File: config.mk
export PLATFORM = sky130hd
export DESIGN_NAME = binary_max_heap
export DESIGN_NICKNAME = d
export VERILOG_FILES = /design/src/bmh_pkg.sv /design/src/bmh_ram.sv /design/src/bmh_datapath.sv /design/src/bmh_ctrl.sv /design/src/binary_max_heap.sv
export VERILOG_INCLUDE_DIRS = /design/src /design/src/src
export SDC_FILE = /design/constraint.sdc
export NUM_CORES = 2
export LEC_CHECK = 0
export BUFFER_PORTS_ARGS = -buffer_cell sky130_fd_sc_hd__buf_4
export CAP_MARGIN = 20
export CELL_PAD_IN_SITES_DETAIL_PLACEMENT = 0
export CELL_PAD_IN_SITES_GLOBAL_PLACEMENT = 2
export CORE_UTILIZATION = 50
export CTS_CLUSTER_DIAMETER = 80
export CTS_CLUSTER_SIZE = 28
export DETAILED_ROUTE_END_ITERATION = 6
export HOLD_SLACK_MARGIN = 0.05
export PLACE_DENSITY = 0.8
export SYNTH_ARGS = -nofsm -noshare
export SYNTH_HDL_FRONTEND = slang
export SYNTH_SLANG_ARGS = --single-unit
export TNS_END_PERCENT = 50
File: constraint.sdc
create_clock -name clock -period 14.2 [get_ports clock]
set_input_delay 2.84 -clock clock [delete_from_list [all_inputs] [get_ports clock]]
set_output_delay 2.84 -clock clock [all_outputs]
set_load 0.005 [all_outputs]
File: src/assert_macros.svh
// Assertion macros for the top level, which carries the concurrent checks.
`ifndef ASSERT_MACROS_SVH
`define ASSERT_MACROS_SVH

// Check a property on every rising edge outside reset.
`define BMH_ASSERT(lbl, clk, rst, prop, msg) \
   lbl: assert property (@(posedge clk) disable iff (rst) (prop)) else $error(msg);

// Check a property on every rising edge, reset included.
`define BMH_ASSERT_ALWAYS(lbl, clk, prop, msg) \
   lbl: assert property (@(posedge clk) (prop)) else $error(msg);

`endif

File: src/bmh_pkg.sv
// Types, codes and constants shared by the heap controller, datapath and top level.
package bmh_pkg;

   localparam int DATA_W       = 32;
   localparam int STATUS_W     = 2;
   localparam int FILL_W       = 7;
   localparam int DEF_CAPACITY = 64;

   localparam logic OP_INSERT  = 1'b0;
   localparam logic OP_EXTRACT = 1'b1;

   localparam logic [STATUS_W-1:0] ST_OK    = 2'd0;
   localparam logic [STATUS_W-1:0] ST_EMPTY = 2'd1;
   localparam logic [STATUS_W-1:0] ST_FULL  = 2'd2;

   // Commands from the controller to the datapath.
   typedef struct packed {
      logic                capture;      // latch the request and start position
      logic                rd_ends;      // read the root and the last element
      logic                rd_children;  // read both children of the position
      logic                take_ends;    // keep the root, hold the last element
      logic                move_up;      // parent moves down into the position
      logic                move_down;    // larger child moves up into the position
      logic                put_hold;     // held value settles at the position
      logic                count_up;     // one more element held
      logic                load_rsp;     // fill the result registers
      logic [STATUS_W-1:0] rsp_code;
   } cmd_type;

   // Status from the datapath to the controller.
   typedef struct packed {
      logic full;
      logic empty;
      logic pos_zero;
      logic up_gt;
      logic dn_leaf;
      logic dn_gt;
   } status_type;

endpackage

File: src/bmh_ram.sv
// Generic RAM with one write port and two registered read ports.
module bmh_ram #(
   parameter int WIDTH  = 32,
   parameter int DEPTH  = 64,
   parameter int ADDR_W = $clog2(DEPTH)
) (
   input  logic              clock,
   input  logic              wr_en,
   input  logic [ADDR_W-1:0] wr_addr,
   input  logic [WIDTH-1:0]  wr_data,
   input  logic [ADDR_W-1:0] rd_addr_a,
   output logic [WIDTH-1:0]  rd_data_a,
   input  logic [ADDR_W-1:0] rd_addr_b,
   output logic [WIDTH-1:0]  rd_data_b
);

   logic [WIDTH-1:0] mem [DEPTH];
   logic [WIDTH-1:0] rd_data_a_ff;
   logic [WIDTH-1:0] rd_data_b_ff;

   always_ff @(posedge clock) begin
      if (wr_en) begin
         mem[wr_addr] <= wr_data;
      end
      rd_data_a_ff <= mem[rd_addr_a];
      rd_data_b_ff <= mem[rd_addr_b];
   end

   assign rd_data_a = rd_data_a_ff;
   assign rd_data_b = rd_data_b_ff;

endmodule

File: src/bmh_datapath.sv
// Heap datapath: element store, count, sift position, held value and result registers.
module bmh_datapath import bmh_pkg::*; #(
   parameter int CAPACITY = DEF_CAPACITY
) (
   input  logic                       clock,
   input  logic                       reset,
   input  cmd_type                    cmd,
   output status_type                 sts,
   input  logic signed [DATA_W-1:0]   req_value,
   output logic signed [DATA_W-1:0]   rsp_max_value,
   output logic [STATUS_W-1:0]        rsp_status,
   output logic [FILL_W-1:0]          rsp_fill_count
);

   localparam int AW = $clog2(CAPACITY);
   localparam int CW = $clog2(CAPACITY + 1);
   localparam int IW = AW + 2;

   logic [CW-1:0]              count_ff, count_in;
   logic [AW-1:0]              pos_ff, pos_in;
   logic signed [DATA_W-1:0]   hold_ff, hold_in;
   logic signed [DATA_W-1:0]   result_ff, result_in;
   logic signed [DATA_W-1:0]   max_value_ff;
   logic [STATUS_W-1:0]        status_ff;
   logic [FILL_W-1:0]          fill_ff;

   logic [IW-1:0]              left_idx, right_idx, count_ext;
   logic [AW-1:0]              parent_idx, last_idx, pick_idx;
   logic [AW-1:0]              rd_addr_a, rd_addr_b;
   logic [DATA_W-1:0]          rd_data_a, rd_data_b;
   logic signed [DATA_W-1:0]   left_val, right_val, pick_val;
   logic                       right_ok, pick_right;
   logic                       wr_en;
   logic [DATA_W-1:0]          wr_data;

   assign left_idx   = {1'b0, pos_ff, 1'b1};
   assign right_idx  = left_idx + IW'(1);
   assign count_ext  = IW'(count_ff);
   assign parent_idx = AW'((pos_ff - AW'(1)) >> 1);
   assign last_idx   = AW'(count_ff - CW'(1));

   assign rd_addr_a = cmd.rd_children ? left_idx[AW-1:0] :
                      (cmd.rd_ends ? '0 : parent_idx);
   assign rd_addr_b = cmd.rd_ends ? last_idx : right_idx[AW-1:0];

   assign left_val   = $signed(rd_data_a);
   assign right_val  = $signed(rd_data_b);
   // The right child counts only when it lies inside the heap.
   assign right_ok   = right_idx < count_ext;
   assign pick_right = right_ok && (right_val > left_val);
   assign pick_val   = pick_right ? right_val : left_val;
   assign pick_idx   = pick_right ? right_idx[AW-1:0] : left_idx[AW-1:0];

   assign sts.full     = count_ff == CW'(CAPACITY);
   assign sts.empty    = count_ff == '0;
   assign sts.pos_zero = pos_ff == '0;
   assign sts.up_gt    = hold_ff > left_val;
   assign sts.dn_leaf  = left_idx >= count_ext;
   assign sts.dn_gt    = pick_val > hold_ff;

   assign wr_en = cmd.move_up || cmd.move_down || cmd.put_hold;

   always_comb begin
      wr_data = hold_ff;
      if (cmd.move_up) begin
         wr_data = rd_data_a;
      end else if (cmd.move_down) begin
         wr_data = pick_val;
      end
   end

   always_comb begin
      count_in  = count_ff;
      pos_in    = pos_ff;
      hold_in   = hold_ff;
      result_in = result_ff;
      if (cmd.capture) begin
         pos_in    = count_ff[AW-1:0];
         hold_in   = req_value;
         result_in = '0;
      end
      if (cmd.take_ends) begin
         pos_in    = '0;
         hold_in   = right_val;
         result_in = left_val;
         count_in  = count_ff - CW'(1);
      end
      if (cmd.move_up) begin
         pos_in = parent_idx;
      end
      if (cmd.move_down) begin
         pos_in = pick_idx;
      end
      if (cmd.count_up) begin
         count_in = count_ff + CW'(1);
      end
   end

   always_ff @(posedge clock) begin
      if (reset) begin
         count_ff <= '0;
      end else begin
         count_ff <= count_in;
      end
   end

   always_ff @(posedge clock) begin
      pos_ff    <= pos_in;
      hold_ff   <= hold_in;
      result_ff <= result_in;
      if (cmd.load_rsp) begin
         max_value_ff <= result_ff;
         status_ff    <= cmd.rsp_code;
         fill_ff      <= FILL_W'(count_ff);
      end
   end

   bmh_ram #(
      .WIDTH (DATA_W),
      .DEPTH (CAPACITY)
   ) u_store (
      .clock     (clock),
      .wr_en     (wr_en),
      .wr_addr   (pos_ff),
      .wr_data   (wr_data),
      .rd_addr_a (rd_addr_a),
      .rd_data_a (rd_data_a),
      .rd_addr_b (rd_addr_b),
      .rd_data_b (rd_data_b)
   );

   assign rsp_max_value  = max_value_ff;
   assign rsp_status     = status_ff;
   assign rsp_fill_count = fill_ff;

endmodule

File: src/bmh_ctrl.sv
// Heap controller: sequences inserts, extracts and sifting, and owns both handshakes.
module bmh_ctrl import bmh_pkg::*; (
   input  logic       clock,
   input  logic       reset,
   input  logic       req_valid,
   output logic       req_ready,
   input  logic       req_op,
   output logic       rsp_valid,
   input  logic       rsp_ready,
   input  status_type sts,
   output cmd_type    cmd
);

   localparam logic [2:0] S_IDLE   = 3'd0;
   localparam logic [2:0] S_UP_CHK = 3'd1;
   localparam logic [2:0] S_UP_CMP = 3'd2;
   localparam logic [2:0] S_EXT    = 3'd3;
   localparam logic [2:0] S_DN_CHK = 3'd4;
   localparam logic [2:0] S_DN_CMP = 3'd5;
   localparam logic [2:0] S_DONE   = 3'd6;

   logic [2:0]          state_ff, state_in;
   logic [STATUS_W-1:0] code_ff, code_in;
   logic                rsp_valid_ff, rsp_valid_in;

   always_comb begin
      state_in     = state_ff;
      code_in      = code_ff;
      rsp_valid_in = rsp_valid_ff && !rsp_ready;
      cmd          = '0;
      cmd.rsp_code = code_ff;
      req_ready    = 1'b0;
      case (state_ff)
         S_IDLE: begin
            req_ready = 1'b1;
            if (req_valid) begin
               cmd.capture = 1'b1;
               code_in     = ST_OK;
               if (req_op == OP_INSERT) begin
                  if (sts.full) begin
                     code_in  = ST_FULL;
                     state_in = S_DONE;
                  end else begin
                     state_in = S_UP_CHK;
                  end
               end else begin
                  if (sts.empty) begin
                     code_in  = ST_EMPTY;
                     state_in = S_DONE;
                  end else begin
                     cmd.rd_ends = 1'b1;
                     state_in    = S_EXT;
                  end
               end
            end
         end
         S_UP_CHK: begin
            // The parent read is issued here; its data arrives next cycle.
            if (sts.pos_zero) begin
               cmd.put_hold = 1'b1;
               cmd.count_up = 1'b1;
               state_in     = S_DONE;
            end else begin
               state_in = S_UP_CMP;
            end
         end
         S_UP_CMP: begin
            if (sts.up_gt) begin
               cmd.move_up = 1'b1;
               state_in    = S_UP_CHK;
            end else begin
               cmd.put_hold = 1'b1;
               cmd.count_up = 1'b1;
               state_in     = S_DONE;
            end
         end
         S_EXT: begin
            cmd.take_ends = 1'b1;
            state_in      = S_DN_CHK;
         end
         S_DN_CHK: begin
            if (sts.dn_leaf) begin
               cmd.put_hold = 1'b1;
               state_in     = S_DONE;
            end else begin
               cmd.rd_children = 1'b1;
               state_in        = S_DN_CMP;
            end
         end
         S_DN_CMP: begin
            if (sts.dn_gt) begin
               cmd.move_down = 1'b1;
               state_in      = S_DN_CHK;
            end else begin
               cmd.put_hold = 1'b1;
               state_in     = S_DONE;
            end
         end
         S_DONE: begin
            // The result registers are reloaded only once the previous transaction has left.
            if (!rsp_valid_ff || rsp_ready) begin
               cmd.load_rsp = 1'b1;
               rsp_valid_in = 1'b1;
               state_in     = S_IDLE;
            end
         end
         default: begin
            state_in = S_IDLE;
         end
      endcase
   end

   always_ff @(posedge clock) begin
      if (reset) begin
         state_ff     <= S_IDLE;
         code_ff      <= ST_OK;
         rsp_valid_ff <= 1'b0;
      end else begin
         state_ff     <= state_in;
         code_ff      <= code_in;
         rsp_valid_ff <= rsp_valid_in;
      end
   end

   assign rsp_valid = rsp_valid_ff;

endmodule

File: src/binary_max_heap.sv
// Top level of the max-priority queue held as a binary heap in a RAM.
//
//   Channel  Direction  Handshake               Payload
//   req      in         req_valid / req_ready   req_op, req_value
//   rsp      out        rsp_valid / rsp_ready   rsp_max_value, rsp_status, rsp_fill_count
//
// An insert on a full heap or an extract on an empty one goes straight to its result; else
// an insert climbs to the root or a larger parent and an extract sinks to a leaf or to no
// larger child, at most log2(CAPACITY) levels, one RAM read and one compare-and-write each.
// Reset clears the element count and both handshakes; the RAM needs no clearing pass.
// A stalled result holds in its register while the next transaction is already taken,
// and that transaction waits in its final state until the register is free.
`include "assert_macros.svh"

module binary_max_heap import bmh_pkg::*; #(
   parameter int CAPACITY = DEF_CAPACITY
) (
   input  logic                     clock,
   input  logic                     reset,
   input  logic                     req_valid,
   output logic                     req_ready,
   input  logic                     req_op,
   input  logic signed [DATA_W-1:0] req_value,
   output logic                     rsp_valid,
   input  logic                     rsp_ready,
   output logic signed [DATA_W-1:0] rsp_max_value,
   output logic [STATUS_W-1:0]      rsp_status,
   output logic [FILL_W-1:0]        rsp_fill_count
);

   cmd_type    cmd;
   status_type sts;

   logic req_take;
   logic store_wr;
   logic rsp_is_empty;
   logic rsp_is_full;
   logic empty_rsp_ok;
   logic full_rsp_ok;

   bmh_ctrl u_ctrl (
      .clock     (clock),
      .reset     (reset),
      .req_valid (req_valid),
      .req_ready (req_ready),
      .req_op    (req_op),
      .rsp_valid (rsp_valid),
      .rsp_ready (rsp_ready),
      .sts       (sts),
      .cmd       (cmd)
   );

   bmh_datapath #(
      .CAPACITY (CAPACITY)
   ) u_datapath (
      .clock          (clock),
      .reset          (reset),
      .cmd            (cmd),
      .sts            (sts),
      .req_value      (req_value),
      .rsp_max_value  (rsp_max_value),
      .rsp_status     (rsp_status),
      .rsp_fill_count (rsp_fill_count)
   );

   assign req_take     = req_valid && req_ready;
   assign store_wr     = cmd.move_up || cmd.move_down || cmd.put_hold;
   assign rsp_is_empty = rsp_valid && rsp_status == ST_EMPTY;
   assign rsp_is_full  = rsp_valid && rsp_status == ST_FULL;
   assign empty_rsp_ok = rsp_max_value == '0 && rsp_fill_count == '0;
   assign full_rsp_ok  = rsp_max_value == '0 && rsp_fill_count == FILL_W'(CAPACITY);

   `BMH_ASSERT(a_busy, clock, reset, req_take |=> !req_ready, "request taken while busy")
   `BMH_ASSERT(a_idle_write, clock, reset, store_wr |-> !req_ready, "store written in idle")
   `BMH_ASSERT(a_empty_rsp, clock, reset, rsp_is_empty |-> empty_rsp_ok, "bad empty result")
   `BMH_ASSERT(a_full_rsp, clock, reset, rsp_is_full |-> full_rsp_ok, "bad full result")

endmodule
==> qor.csv <==
metric;value;unit
status;finished, violations left;
violated checks;design-rule violations;
register area share after synthesis;0.6510;
CTS tree;built;
post-CTS setup buffer count;0;
total gr overflow;0;
CP Class;register to register;
worst endpoint required time;14760;ps
Fmax;108.2;MHz
DR iter-0 viols;13820;
type of origin of the critical path;register;
Cell Rows;165;
share of layout cells above drive strength 1;0.1815;
CP endpoint kind;register;
Mapped Cells;7101;
Slew HR;0.1335;
DIE AREA;205700;µm²
share of the synthesized area in the top cell type;0.6359;
RSZ-0062 raised after global routing;no;
All-Layer GR Usage;0.4146;
CTS sink count;2236;
largest net degree at the start of global routing;137;
worst reg2reg setup slack;4960;ps
global-route wire length before repair;578.1;mm
ys flop type;edfxtp_1;
IO Count;80;
Area contributors post-synth;edfxtp_1 (64%), mux4_2 (11%), nand2_1 (4.1%), o221ai_1 (1.9%), nor2_1 (1.8%);
Worst Hold Class;register to register;
number of flops mapped to enable cells by yosys;2159;
Max Cap Viol;0;
top-count cell post-synth;edfxtp_1;
Syn-to-layout area delta;9.271;%
clock transition at the registers of the reported paths;110;ps
vias in the first global route;68490;
Core ar.;202300;µm²
Synth area leader;edfxtp_1;
starting density of the core;0.5039;
post_cts resized;0;
Synth cell types;82;
FF-to-FF path depth;25;
Root Buffer;clkbuf_16;
Die H;453.6;µm
post-detail-place hpwl;245.5;mm
Critical Path Max Stage Delay;820;ps
Final Hold Fails;0;
Final Skew;56.64;ps
reg2reg end;u_datapath.u_store.mem[37][14];
Port Buffer Count;79;
Num CTS Buffers;120;
Horiz. Die Dim;453.6;µm
Syn Area/Cell;14.36;µm²
delay-heaviest family, CP;buffers and inverters;
Worst-Margin Slew;1267;ps
non-filler cells, final;9846;
post-layout min period;9242;ps
crit-path most repeated cell;buf_4;
Worst Path Buf+Inv;6;
Setup violations, final;0;
Synth async-reset ratio;0;
# hold bufs at CTS;0;
syn nets;7250;
final worst path period share;0.6509;
Ys Warns;0;
Pins Over Slew Limit;0;
first-pass iteration count of the detailed router;7;
Worst EP arrival;9800;ps
number of H-tree levels;3;
DR WL/cell;43.73;µm
setup TNS;0;ps
crit path to;u_datapath.u_store.mem[37][14];
worst skew pair latency;870;ps
clk buf depth;3;
WP depth;25;
crit-path max FO;64;
initial antenna violation count;40;
drt total wl;430.5;mm
nets;7200;
Fill cells;16200;
Post-DRT Antenna Nets;0;
GPL Wtd Cong;0.9652;
DRC viols;1;
Synth Register Bits;2236;
Vias;73770;
Mapped Area;101900;µm²
via-per-instance ratio;7.493;
Placed Cells;9596;
Critical Path Source;u_datapath.pos_ff[0];
FF-to-FF Start;u_datapath.pos_ff[0];
CP max-delay cell;nor2b_2;
top cells by count, synth;edfxtp_1 (2159), nand2_1 (1100), mux4_2 (516);
## layout make-up
cell class	instances	area, µm²	share of cell area
repair buffers	345	2805	0.02518
multi-input cells	4225	33940	0.3047
clock inverters	94	1304	0.01170
flip-flops and latches	2236	66370	0.5958
diodes	24	60.06	0.0005391
well taps	2672	3343	0.03001
inverters	123	461.7	0.004144
clock buffers	127	3114	0.02796
## worst min-delay path by stage
stage | end | from | slack [ps] | depth (start not counted)
2_1_floorplan | u_datapath.rsp_max_value[0] | u_datapath.result_ff[0] | 400 | 0
3_3_place_gp | u_datapath.rsp_max_value[19] | u_datapath.result_ff[19] | 400 | 0
3_5_place_dp | u_datapath.rsp_max_value[5] | u_datapath.result_ff[5] | 400 | 0
4_1_cts | u_datapath.rsp_max_value[13] | u_datapath.result_ff[13] | 420 | 0
5_1_grt | u_datapath.rsp_max_value[29] | u_datapath.result_ff[29] | 430 | 0
6_report | u_datapath.rsp_max_value[13] | u_datapath.result_ff[13] | 420 | 0
## cells in the final DEF, fill, tap and decap left out, types with 24 or more instances in the layout
cell type	synthesis	layout
edfxtp_1	2159	2159
nand2_1	1100	1096
mux4_2	516	516
nor2_1	484	418
buf_4	29	325
nand3_1	275	270
a21oi_1	262	258
o221ai_1	217	217
o22ai_1	181	181
a31oi_1	128	128
clkbuf_16	0	124
inv_1	122	122
o21ai_0	119	115
ha_1	112	111
o211ai_1	83	83
dfxtp_1	77	77
nor2_4	2	68
a22oi_1	58	58
mux2i_1	58	57
nand4_1	53	53
nor3_1	62	52
o2111ai_1	47	47
o21ai_4	0	36
a311oi_1	36	36
mux2_2	31	31
diode_2	0	24
## flip-flops by register name, indices dropped and copies added (netlist names)
signal                        flops
u_datapath.pos_ff                 6
u_datapath.u_store.mem         2048
u_datapath.hold_ff               32
u_datapath.result_ff             32
u_datapath.rsp_max_value         32
u_ctrl.code_ff                    2
u_datapath.rsp_status             2
u_datapath.rsp_fill_count         7
u_datapath.u_store.rd_data_b     32
u_ctrl.state_ff                   3
u_datapath.count_ff               7
u_ctrl.rsp_valid                  1
u_datapath.u_store.rd_data_a     32
## cell families (layout without fill, tap and decap cells)
kind of cell             after synthesis  in the layout  share of synthesized area
AO/OA/AOI/OAI                       1406           1406                    0.09662
XOR/XNOR                              23             23                   0.001976
adder cells (fa/ha/maj)              112            112                    0.01375
buffers and inverters                640            689                    0.02849
flip-flops                          2236           2236                     0.6510
multiplexers                         606            606                     0.1233
other                                  0             24                          0
AND/OR/NAND/NOR                     2078           2078                    0.08487
## stage by stage
| step | cell area [µm²] | util | setup WS [ps] | hold slack, ps |
|---|---|---|---|---|
| after global routing | 111400 | 0.5504 | 4777 | 432.3 |
| after global placement | 106800 | 0.5280 | 5142 | 403.2 |
| after detailed placement | 106900 | 0.5283 | 5182 | 404.5 |
| after CTS | 111300 | 0.5501 | 5147 | 424.0 |
| final | 111400 | 0.5506 | 4958 | 423.8 |
| after floorplan | 101900 | - | 5978 | 400.3 |
## metal layers
layer	routed length (µm)	vias up	GRT usage
met1	155100	37740	0.5607
met5	204	-	0.005364
met4	29200	30	0.2344
li1	-	28050	-
met2	184000	6583	0.5987
met3	61990	1380	0.1230
Power is left out: the tool's default activity adds up to more than one toggle a clock period on the data nets, which glitch-free logic cannot reach.
